## src/rtl/mqsb_pkg.sv

```systemverilog
// ----------------------------------------------------------------------------
// mqsb_pkg
// Shared types and constants of the multi-queue shared buffer.
// ----------------------------------------------------------------------------
package mqsb_pkg;

  localparam int DEF_ENTRIES    = 64;
  localparam int DEF_QUEUES     = 4;
  localparam int DEF_DATA_WIDTH = 32;

  localparam int QID_W  = 2;
  localparam int WORD_W = 32;

  localparam logic FUNC_ENQ = 1'b0;
  localparam logic FUNC_DEQ = 1'b1;

  typedef enum logic [1:0] {
    ST_OK    = 2'd0,
    ST_FULL  = 2'd1,
    ST_EMPTY = 2'd2
  } status_t;

  // write strobes into the queue head/tail table
  typedef struct packed {
    logic head_we;
    logic tail_we;
  } qt_wr_t;

endpackage

```

## src/rtl/multi_queue_shared_buffer_unit.sv

```systemverilog
// ----------------------------------------------------------------------------
// multi_queue_shared_buffer_unit
// Several FIFO queues in one linked entry store with a free list.
// ----------------------------------------------------------------------------
// Flow: an accepted request moves the block to its finish state, which
//   registers the result; dropped items take the same path.
// Requests: none is taken until the finish state completes; the registered
//   read of the link memory at acceptance feeds the pointer updates of the
//   finish state. A stalled result holds the block there until it transfers.
// Reset: synchronous; queue pointers go null, the free list restarts at entry
//   0. Untouched entries are tracked by a fill count, so no clearing pass runs.
// ----------------------------------------------------------------------------
module multi_queue_shared_buffer_unit
  import mqsb_pkg::*;
#(
  parameter int ENTRIES    = DEF_ENTRIES,
  parameter int QUEUES     = DEF_QUEUES,
  parameter int DATA_WIDTH = DEF_DATA_WIDTH
) (
  input  logic                     clk,
  input  logic                     rst_n,
  input  logic                     in_valid,
  output logic                     in_stall,
  input  logic                     in_func,
  input  logic [QID_W-1:0]         in_queue_id,
  input  logic signed [WORD_W-1:0] in_data_in,
  output logic                     out_valid,
  input  logic                     out_stall,
  output logic [1:0]               out_status,
  output logic signed [WORD_W-1:0] out_data_out
);

  localparam int PW = $clog2(ENTRIES + 1);
  localparam int AW = $clog2(ENTRIES);
  localparam int QW = (QUEUES > 1) ? $clog2(QUEUES) : 1;
  localparam logic [PW-1:0] NIL = PW'(ENTRIES);

  typedef enum logic {S_IDLE, S_FIN} state_t;

  state_t        state_r, state_nxt;
  logic          op_r, op_nxt;
  logic          ok_r, ok_nxt;
  logic [QW-1:0] q_r, q_nxt;
  logic [PW-1:0] free_head_r, free_head_nxt;
  logic [PW-1:0] fill_r, fill_nxt;
  logic          out_valid_r, out_valid_nxt;
  status_t       out_status_r, out_status_nxt;
  logic [WORD_W-1:0] out_data_r, out_data_nxt;

  logic          accept, go, q_in_range, head_null;
  logic [QW-1:0] rd_qid;
  logic [PW-1:0] head_rd, tail_rd;
  qt_wr_t        qt_wr;
  logic [PW-1:0] qt_head_d, qt_tail_d;

  logic                  lk_we, lk_re;
  logic [AW-1:0]         lk_waddr, lk_raddr;
  logic [PW-1:0]         lk_wdata, lk_rdata;
  logic                  dt_we, dt_re;
  logic [AW-1:0]         dt_waddr, dt_raddr;
  logic [DATA_WIDTH-1:0] dt_wdata, dt_rdata;

  assign in_stall   = (state_r != S_IDLE);
  assign accept     = in_valid && !in_stall;
  assign go         = !out_valid_r || !out_stall;
  assign q_in_range = (32'(in_queue_id) < QUEUES);
  assign rd_qid     = (state_r == S_IDLE) ? QW'(in_queue_id) : q_r;
  assign head_null  = (head_rd == NIL);

  always_comb begin
    state_nxt      = state_r;
    op_nxt         = op_r;
    ok_nxt         = ok_r;
    q_nxt          = q_r;
    free_head_nxt  = free_head_r;
    fill_nxt       = fill_r;
    out_valid_nxt  = out_valid_r && out_stall;
    out_status_nxt = out_status_r;
    out_data_nxt   = out_data_r;
    qt_wr          = '0;
    qt_head_d      = free_head_r;
    qt_tail_d      = free_head_r;
    lk_we          = 1'b0;
    lk_waddr       = free_head_r[AW-1:0];
    lk_wdata       = NIL;
    lk_re          = 1'b0;
    lk_raddr       = free_head_r[AW-1:0];
    dt_we          = 1'b0;
    dt_waddr       = free_head_r[AW-1:0];
    dt_wdata       = DATA_WIDTH'($unsigned(in_data_in));
    dt_re          = 1'b0;
    dt_raddr       = head_rd[AW-1:0];

    unique case (state_r)
      S_IDLE: begin
        if (accept) begin
          op_nxt    = in_func;
          q_nxt     = QW'(in_queue_id);
          state_nxt = S_FIN;
          if (in_func == FUNC_ENQ) begin
            ok_nxt = q_in_range && (free_head_r != NIL);
            // fetch the next free entry and terminate the new one
            lk_re  = ok_nxt;
            lk_we  = ok_nxt;
            dt_we  = ok_nxt;
          end else begin
            ok_nxt   = q_in_range && !head_null;
            lk_re    = ok_nxt;
            lk_raddr = head_rd[AW-1:0];
            dt_re    = ok_nxt;
          end
        end
      end
      S_FIN: begin
        if (go) begin
          state_nxt     = S_IDLE;
          out_valid_nxt = 1'b1;
          if (op_r == FUNC_ENQ) begin
            out_data_nxt = '0;
            if (ok_r) begin
              out_status_nxt = ST_OK;
              qt_wr.head_we  = head_null;
              qt_wr.tail_we  = 1'b1;
              lk_we          = !head_null;
              lk_waddr       = tail_rd[AW-1:0];
              lk_wdata       = free_head_r;
              // an entry at the fill mark was never linked: it chains to the next
              if (free_head_r == fill_r) begin
                free_head_nxt = free_head_r + PW'(1);
                fill_nxt      = fill_r + PW'(1);
              end else begin
                free_head_nxt = lk_rdata;
              end
            end else begin
              out_status_nxt = ST_FULL;
            end
          end else begin
            if (ok_r) begin
              out_status_nxt = ST_OK;
              out_data_nxt   = WORD_W'(dt_rdata);
              qt_wr.head_we  = 1'b1;
              qt_head_d      = lk_rdata;
              lk_we          = 1'b1;
              lk_waddr       = head_rd[AW-1:0];
              lk_wdata       = free_head_r;
              free_head_nxt  = head_rd;
            end else begin
              out_status_nxt = ST_EMPTY;
              out_data_nxt   = WORD_W'({DATA_WIDTH{1'b1}});
            end
          end
        end
      end
      default: state_nxt = S_IDLE;
    endcase
  end

  always_ff @(posedge clk) begin
    if (!rst_n) begin
      state_r     <= S_IDLE;
      free_head_r <= '0;
      fill_r      <= '0;
      out_valid_r <= 1'b0;
    end else begin
      state_r     <= state_nxt;
      free_head_r <= free_head_nxt;
      fill_r      <= fill_nxt;
      out_valid_r <= out_valid_nxt;
    end
    op_r         <= op_nxt;
    ok_r         <= ok_nxt;
    q_r          <= q_nxt;
    out_status_r <= out_status_nxt;
    out_data_r   <= out_data_nxt;
  end

  assign out_valid    = out_valid_r;
  assign out_status   = out_status_r;
  assign out_data_out = $signed(out_data_r);

  mqsb_qtable #(
    .ENTRIES (ENTRIES),
    .QUEUES  (QUEUES)
  ) u_qtable (
    .clk    (clk),
    .rst_n  (rst_n),
    .rd_qid (rd_qid),
    .head_q (head_rd),
    .tail_q (tail_rd),
    .wr_qid (q_r),
    .wr     (qt_wr),
    .head_d (qt_head_d),
    .tail_d (qt_tail_d)
  );

  mqsb_ram #(
    .WIDTH (PW),
    .DEPTH (ENTRIES)
  ) u_link_ram (
    .clk   (clk),
    .we    (lk_we),
    .waddr (lk_waddr),
    .wdata (lk_wdata),
    .re    (lk_re),
    .raddr (lk_raddr),
    .rdata (lk_rdata)
  );

  mqsb_ram #(
    .WIDTH (DATA_WIDTH),
    .DEPTH (ENTRIES)
  ) u_data_ram (
    .clk   (clk),
    .we    (dt_we),
    .waddr (dt_waddr),
    .wdata (dt_wdata),
    .re    (dt_re),
    .raddr (dt_raddr),
    .rdata (dt_rdata)
  );

  a_fill_bound: assert property (@(posedge clk) disable iff (!rst_n)
    fill_r <= NIL)
    else $error("fill count beyond entry count");

  a_free_below_fill: assert property (@(posedge clk) disable iff (!rst_n)
    free_head_r <= fill_r)
    else $error("free list head above fill mark");

  a_enq_has_entry: assert property (@(posedge clk) disable iff (!rst_n)
    (state_r == S_FIN && op_r == FUNC_ENQ && ok_r) |-> (free_head_r != NIL))
    else $error("enqueue without a free entry");

  a_result_from_fin: assert property (@(posedge clk) disable iff (!rst_n)
    $rose(out_valid_r) |-> $past(state_r == S_FIN))
    else $error("result raised outside the finish step");

endmodule

```

## src/rtl/mqsb_ram.sv

```systemverilog
// ----------------------------------------------------------------------------
// mqsb_ram
// Generic simple dual-port RAM, one write and one registered read port.
// A read and a write to the same address in one cycle return the old word.
// ----------------------------------------------------------------------------
module mqsb_ram #(
  parameter int WIDTH = 32,
  parameter int DEPTH = 64,
  localparam int AW   = (DEPTH > 1) ? $clog2(DEPTH) : 1
) (
  input  logic             clk,
  input  logic             we,
  input  logic [AW-1:0]    waddr,
  input  logic [WIDTH-1:0] wdata,
  input  logic             re,
  input  logic [AW-1:0]    raddr,
  output logic [WIDTH-1:0] rdata
);

  logic [WIDTH-1:0] mem [DEPTH];
  logic [WIDTH-1:0] rdata_r;

  always_ff @(posedge clk) begin
    if (we) begin
      mem[waddr] <= wdata;
    end
    if (re) begin
      rdata_r <= mem[raddr];
    end
  end

  assign rdata = rdata_r;

endmodule

```

## src/rtl/mqsb_qtable.sv

```systemverilog
// ----------------------------------------------------------------------------
// mqsb_qtable
// Head and tail pointer of every queue, one read index and one write index.
// ----------------------------------------------------------------------------
module mqsb_qtable
  import mqsb_pkg::*;
#(
  parameter int ENTRIES = DEF_ENTRIES,
  parameter int QUEUES  = DEF_QUEUES,
  localparam int PW     = $clog2(ENTRIES + 1),
  localparam int QW     = (QUEUES > 1) ? $clog2(QUEUES) : 1
) (
  input  logic          clk,
  input  logic          rst_n,
  input  logic [QW-1:0] rd_qid,
  output logic [PW-1:0] head_q,
  output logic [PW-1:0] tail_q,
  input  logic [QW-1:0] wr_qid,
  input  qt_wr_t        wr,
  input  logic [PW-1:0] head_d,
  input  logic [PW-1:0] tail_d
);

  localparam logic [PW-1:0] NIL = PW'(ENTRIES);

  logic [PW-1:0] head_r [QUEUES];
  logic [PW-1:0] tail_r [QUEUES];

  always_ff @(posedge clk) begin
    if (!rst_n) begin
      for (int i = 0; i < QUEUES; i++) begin
        head_r[i] <= NIL;
        tail_r[i] <= NIL;
      end
    end else begin
      if (wr.head_we) begin
        head_r[wr_qid] <= head_d;
      end
      if (wr.tail_we) begin
        tail_r[wr_qid] <= tail_d;
      end
    end
  end

  assign head_q = head_r[rd_qid];
  assign tail_q = tail_r[rd_qid];

endmodule

```

## config.mk

```make
export PLATFORM = sky130hd
export DESIGN_NAME = multi_queue_shared_buffer_unit
export DESIGN_NICKNAME = d
export VERILOG_FILES = /design/src/rtl/mqsb_pkg.sv /design/src/rtl/multi_queue_shared_buffer_unit.sv /design/src/rtl/mqsb_ram.sv /design/src/rtl/mqsb_qtable.sv
export SDC_FILE = /design/constraint.sdc
export NUM_CORES = 2
export LEC_CHECK = 0
export BUFFER_PORTS_ARGS = -buffer_cell sky130_fd_sc_hd__buf_2
export CORE_MARGIN = 5
export CORE_UTILIZATION = 65
export CTS_BUF_LIST = sky130_fd_sc_hd__clkbuf_4 sky130_fd_sc_hd__clkbuf_8
export DETAILED_ROUTE_END_ITERATION = 12
export PLACE_DENSITY = 0.91
export SETUP_SLACK_MARGIN = 0.1
export SYNTH_ARGS = -nofsm -noshare
export SYNTH_HDL_FRONTEND = slang
export SYNTH_HIERARCHICAL = 1
export SYNTH_SLANG_ARGS = --single-unit
```

## constraint.sdc

```tcl
create_clock -name clk -period 8.2 [get_ports clk]
set_input_delay 0.41 -clock clk [delete_from_list [all_inputs] [get_ports clk]]
set_output_delay 0.41 -clock clk [all_outputs]
set_load 0.1 [all_outputs]
```

# Yosys cells after proc, flatten, opt, wreduce, memory -nomap -nowiden
# Memories as Yosys holds them, arrays and structs flattened. A register that Yosys moved wholly into a read port is not among the register bits.
# Cells that the tools add are included.
[totals] n_memories=4 ff_bits=54 out_inout_bits=36 elab_cells=98 in_bits=39 ramBits=2552
[mem_list] name="u_data_ram.mem" depth=64 width=32 rd=1 rd_ports_with_merged_regs=1 write_ports=1 line="mqsb_ram.sv:20" source="logic [WIDTH-1:0] mem [DEPTH];"
[mem_list] name="u_link_ram.mem" depth=64 width=7 rd=1 rd_ports_with_merged_regs=1 write_ports=1 line="mqsb_ram.sv:20"
[mem_list] name="u_qtable.head_r" depth=4 width=7 rd=1 rd_ports_with_merged_regs=0 write_ports=4 line="mqsb_qtable.sv:26" source="logic [PW-1:0] head_r [QUEUES];"
[mem_list] name="u_qtable.tail_r" depth=4 width=7 rd=1 rd_ports_with_merged_regs=0 write_ports=4 line="mqsb_qtable.sv:27" source="logic [PW-1:0] tail_r [QUEUES];"
[classes] bitwise=2 muxes=65 add_sub_neg=2 n_eq_ne=3 n_reduce_logical=13
[ops] operator="$mux W7" n=13
[ops] operator="$mux W6" n=8
[ops] operator="$mux W1" n=33
[ops] operator="$mux W32" n=1
[ops] operator="$mux W2" n=8
[ops] operator="$add A7 B1 Y7 const B" n=2
[ops] operator="$reduce_or A7 Y1" n=2
[ops] operator="$eq A7 B7 Y1" n=1
[ops] operator="$eq A7 B7 Y1 const B" n=1
[ops] operator="$ne A7 B7 Y1 const B" n=1
[ops] operator="$reduce_and A5 Y1" n=1
[ops] operator="$logic_not A1 Y1" n=4
[ops] operator="$pmux W1 S2" n=2
[ops] operator="$reduce_and A2 Y1" n=2
[ops] operator="$reduce_and A3 Y1" n=1
[ops] operator="$logic_and A1 B1 Y1" n=2
[ops] operator="$not A1 Y1" n=2
[ops] operator="$logic_or A1 B1 Y1" n=1

# Depth between registers and ports, before layout
# An unclocked memory read counts as a cell.
[depth] ltp_word=12 mapped_depth=13 ltp_nobuf=9

# Modules after synthesis
# Netlist, hierarchy kept.
[by_module_without_submodules] module="mqsb_ram at u_data_ram" area_per_inst_um2=78835.6 seq_area_each_um2=62459.9 cells_each=3324 instances=1
[by_module_without_submodules] module="mqsb_ram at u_link_ram" area_per_inst_um2=17705.7 seq_area_each_um2=13663.1 cells_each=827 instances=1
[by_module_without_submodules] module="multi_queue_shared_buffer_unit" area_per_inst_um2=2877.8 seq_area_each_um2=1461.4 cells_each=292 instances=1
[by_module_without_submodules] module="mqsb_qtable" area_per_inst_um2=2580.0 seq_area_each_um2=1681.6 cells_each=158 instances=1

# Least setup slack after synthesis
# Ideal clock, no wire load.
[synth_path] path_kind="reg2reg" from="register state_r (netlist: in_stall)" to="memory u_data_ram.mem[49][0], enable pin" arrival_ps=4202 setup_time_ps=461 slack_ps=3537 stages_incl_launch_ff=6 cell_sequence="dfxtp_1 > and2b_1 > nor3b_1 > nor2b_1 > nand4_1 > nor3_1"
[synth_via] elab_chain_len=6
[synth_rtl] item="start, declared" line="multi_queue_shared_buffer_unit.sv:40" source="state_t state_r, state_nxt;"
[synth_rtl] item="start signal, assigned" line="multi_queue_shared_buffer_unit.sv:165" source="state_r <= state_nxt;"
[synth_rtl] item="$logic_not A1 Y1" line="multi_queue_shared_buffer_unit.sv:64" source="assign accept = in_valid && !in_stall;"
[synth_rtl] item="$logic_and A1 B1 Y1" line="multi_queue_shared_buffer_unit.sv:64"
[synth_rtl] item="$mux W1" line="multi_queue_shared_buffer_unit.sv:96" source="if (accept) begin"
[synth_rtl] item="$mux W1 *" line="multi_queue_shared_buffer_unit.sv:94" source="unique case (state_r)"
[synth_rtl] item="via dt_we" line="multi_queue_shared_buffer_unit.sv:59" source="logic dt_we, dt_re;"
[synth_rtl] item="$mux W1 *" line="mqsb_ram.sv:24" source="if (we) begin"
[synth_rtl] item="$mux W1 (not written as such) *" line="mqsb_ram.sv:25" source="mem[waddr] <= wdata;"
[synth_rtl] item="end, declared" line="mqsb_ram.sv:20"
# Mark *: on every way through the listed nets, which the timed path passes. The rest lies on a longest branch.

# Worst setup path in the final report
[layout_path] from="register q_r[0]" to="register u_data_ram.rdata_r[17] (netlist: u_data_ram/rdata[17]) (read register of u_data_ram.mem) (data pin)"
[layout_via] elab_chain_len=7
[layout_rtl] item="start, declared" line="multi_queue_shared_buffer_unit.sv:43" source="logic [QW-1:0] q_r, q_nxt;"
[layout_rtl] item="start signal, assigned" line="multi_queue_shared_buffer_unit.sv:172" source="q_r <= q_nxt;"
[layout_rtl] item="$mux W2 *" line="multi_queue_shared_buffer_unit.sv:67" source="assign rd_qid = (state_r == S_IDLE) ? QW'(in_queue_id) : q_r;"
[layout_rtl] item="via rd_qid[0]" line="multi_queue_shared_buffer_unit.sv:51" source="logic [QW-1:0] rd_qid;"
[layout_rtl] item="$mem_v2 Z4 W7 *"
[layout_rtl] item="via head_rd[0]" line="multi_queue_shared_buffer_unit.sv:52" source="logic [PW-1:0] head_rd, tail_rd;"
[layout_rtl] item="$eq A7 B7 Y1" line="multi_queue_shared_buffer_unit.sv:68" source="assign head_null = (head_rd == NIL);"
[layout_rtl] item="$logic_not A1 Y1" line="multi_queue_shared_buffer_unit.sv:107" source="ok_nxt = q_in_range && !head_null;"
[layout_rtl] item="$mux W1" line="multi_queue_shared_buffer_unit.sv:100" source="if (in_func == FUNC_ENQ) begin"
[layout_rtl] item="$mux W1" line="multi_queue_shared_buffer_unit.sv:96"
[layout_rtl] item="$mux W1" line="multi_queue_shared_buffer_unit.sv:94"
[layout_rtl] item="end, declared" line="mqsb_ram.sv:21" source="logic [WIDTH-1:0] rdata_r;"
# Marks and branches as above.
# A chain may end at the register's enable or synchronous reset.

==> out/metrics.cfg <==
[final_layout]
area_delta_synth_final_pct=10.7
final_layout_size_suffix_gt1_frac=0.297
fillerInstances=7638
nets=4984

[timing]
clock.fmax_mhz=170
finalCritPeriodShare=0.715
setup_tns_ns=0
fin_crit_ns=5.87
relSlewSlack=0.0335
slew_violations=0
rsz0062_at_grt=false
tightest_slew_ns=1.45
setup_viol=0
hold_viol=0
fin_skew_ns=0.0974

[placement]
gp_congestion=0.842
dp_hpwl_um=157000
port_buffers=74

[logic_synthesis]
netlist_area_um2=102000
syn-num-nets=4634
yosysWarnings=6
syn_avg_cell_area_um2=22.2
synthCells=4592

[floorplan]
core_um2=156000
placement_rows=145
die-width_um=406
start_util=0.653
die_h_um=406
die_area_um2=165000
io_pins=75

[setup_path]
endpoint_kind=register
rrSetupSlack_ns=2.33
worstPathRequired_ns=8.98
slowest_delay_ns=0.93
cp-start-kind=register
cp_max_fo=48
timing.rr.end=u_data_ram/rdata[17]
reg2reg_from=q_r[0]
cp_slowest_cell=mux4_4
crit_chain=mux2_2 -> mux4_4 -> buf_4 -> buf_4 -> mux4_2 -> mux2i_1 -> nor2_1 -> o32ai_1 -> nor3_1
crit_top_cell=buf_4
reg2regPathDepth=9
arrival_ns=6.64
path_class=reg2reg

[clocking]
clock_latency_ns=1.12
post-cts-setup-buffers=0
cts_hold_buffers=8
htreeDepth=5
cts_tree=yes
numClockSinks=2641
clk_path_buf_depth=4
clk_pin_slew_worst_paths_ns=0.07
cts_root_buffer=clkbuf_8
ctsResizeCount=0
cts-buffers-inserted=403

[routing]
first_iter_violations=11000
highest_layer=met5
routed_wl_um=293000
route.met2.wl_um=139000
met3_length_um=44200
wl_per_cell_um=40.2
ant_nets=0
wl_met1_um=82900
viasPerCell=7.54
dr.pass1.iters=9
vias=55000
drc=0

[global_routing]
track_usage=0.362
grt_max_degree=111
grt_overflow=0
antenna_found_initial=16
grt_pass1_wl_um=412000
grt_pass1_vias=56900

[worst_hold_path]
hp-class=in2reg
worstHoldStart=in_queue_id[0]
hold_end=q_r[0]
whs_path_depth=2

[power_and_ir_drop]
leakage_nw=35.2
power.density_nw_per_um2=255
total_power_mw=28.7
irDropWorstVdd_mv=0.206

[outcome]
status=finished, final reports clean

[run]
cap_violations=0

## placed cells by master, fill, tap and decap left out, drive strengths merged, types with 10 or more instances in the layout
cell type	instances
dfxtp	16
inv	44
nand2b	20
o21ai	12
o31ai	12
nor2b	20
and3	21
mux2	17
a21oi	112
nand3	31
edfxtp	2625
nand4	12
nor3	18
a22oi	20
nand3b	14
nor2	237
nand2	53
clkinv	160
clkbuf	508
mux2i	114
buf	191
diode	10
mux4	669
o221ai	37
and2	40
xnor2	11
bufinv	16
o22ai	96
## cell type report
type | instances | area (um^2) | share of cell area
sequential | 2641 | 79100 | 0.702
multi-input combinational | 1654 | 21800 | 0.193
clock buffer | 508 | 6380 | 0.0567
tap | 2058 | 2570 | 0.0229
timing repair buffer | 199 | 1390 | 0.0123
clock inverter | 183 | 1220 | 0.0109
inverter | 43 | 166 | 0.00148
antenna | 10 | 25.0 | 0.000222
## critical path, delay by kind of cell, from the launching register on
family / cells / cell delay [ns]
multiplexers: 4 / 2.33
buffers and inverters: 2 / 1.40
AO/OA/AOI/OAI: 1 / 0.88
flip-flops: 1 / 0.63
AND/OR/NAND/NOR: 2 / 0.22
## sequential cells by signal, summed over array words and instances (netlist names)
signal,cells
out_valid,1
out_status,2
u_link_ram/mem,448
u_qtable/head_r,28
ok_r,1
fill_r,7
u_link_ram/rdata,7
free_head_r,7
u_qtable/tail_r,24
u_data_ram/mem,2048
u_data_ram/rdata,32
in_stall,1
op_r,1
out_data_out,32
q_r,2
## per-layer routing
metal / vias up / track usage
li1: 20100 / -
met1: 27000 / 0.437
met2: 6285 / 0.568
met3: 1636 / 0.106
met4: 6 / 0.254
met5: - / 0.00149
## worst max path at each step
stage | from | end | slack [ns]
floorplan | in_stall | u_data_ram/mem[49][0] | 3.54
global placement | q_r[0] | u_data_ram/rdata[4] | 2.59
detailed placement | q_r[0] | u_data_ram/rdata[20] | 2.37
CTS | q_r[0] | u_data_ram/rdata[17] | 2.46
global route | q_r[0] | u_data_ram/rdata[17] | 2.09
finish | q_r[0] | u_data_ram/rdata[17] | 2.33
## power by group
group / internal, mW / switching [mW] / leakage (nW)
registers: 15.0 / 0.0674 / 24.0
clock network: 5.58 / 5.12 / 4.01
logic: 1.08 / 1.91 / 7.14
total: 21.6 / 7.10 / 35.2
## through the flow
stage | setup slack [ns] | cells | hold slack, ns | utilization | area [um^2]
global placement | 2.59 | 6587 | 0.475 | 0.673 | 105000
floorplan | 3.54 | 4592 | 0.464 | - | 102000
detailed placement | 2.37 | 6587 | 0.483 | 0.673 | 105000
global route | 2.09 | 7294 | 0.0515 | 0.722 | 113000
finish | 2.33 | 7296 | 0.0887 | 0.722 | 113000
CTS | 2.46 | 7286 | 0.0383 | 0.722 | 113000
Power figures use the tool's default switching activity.
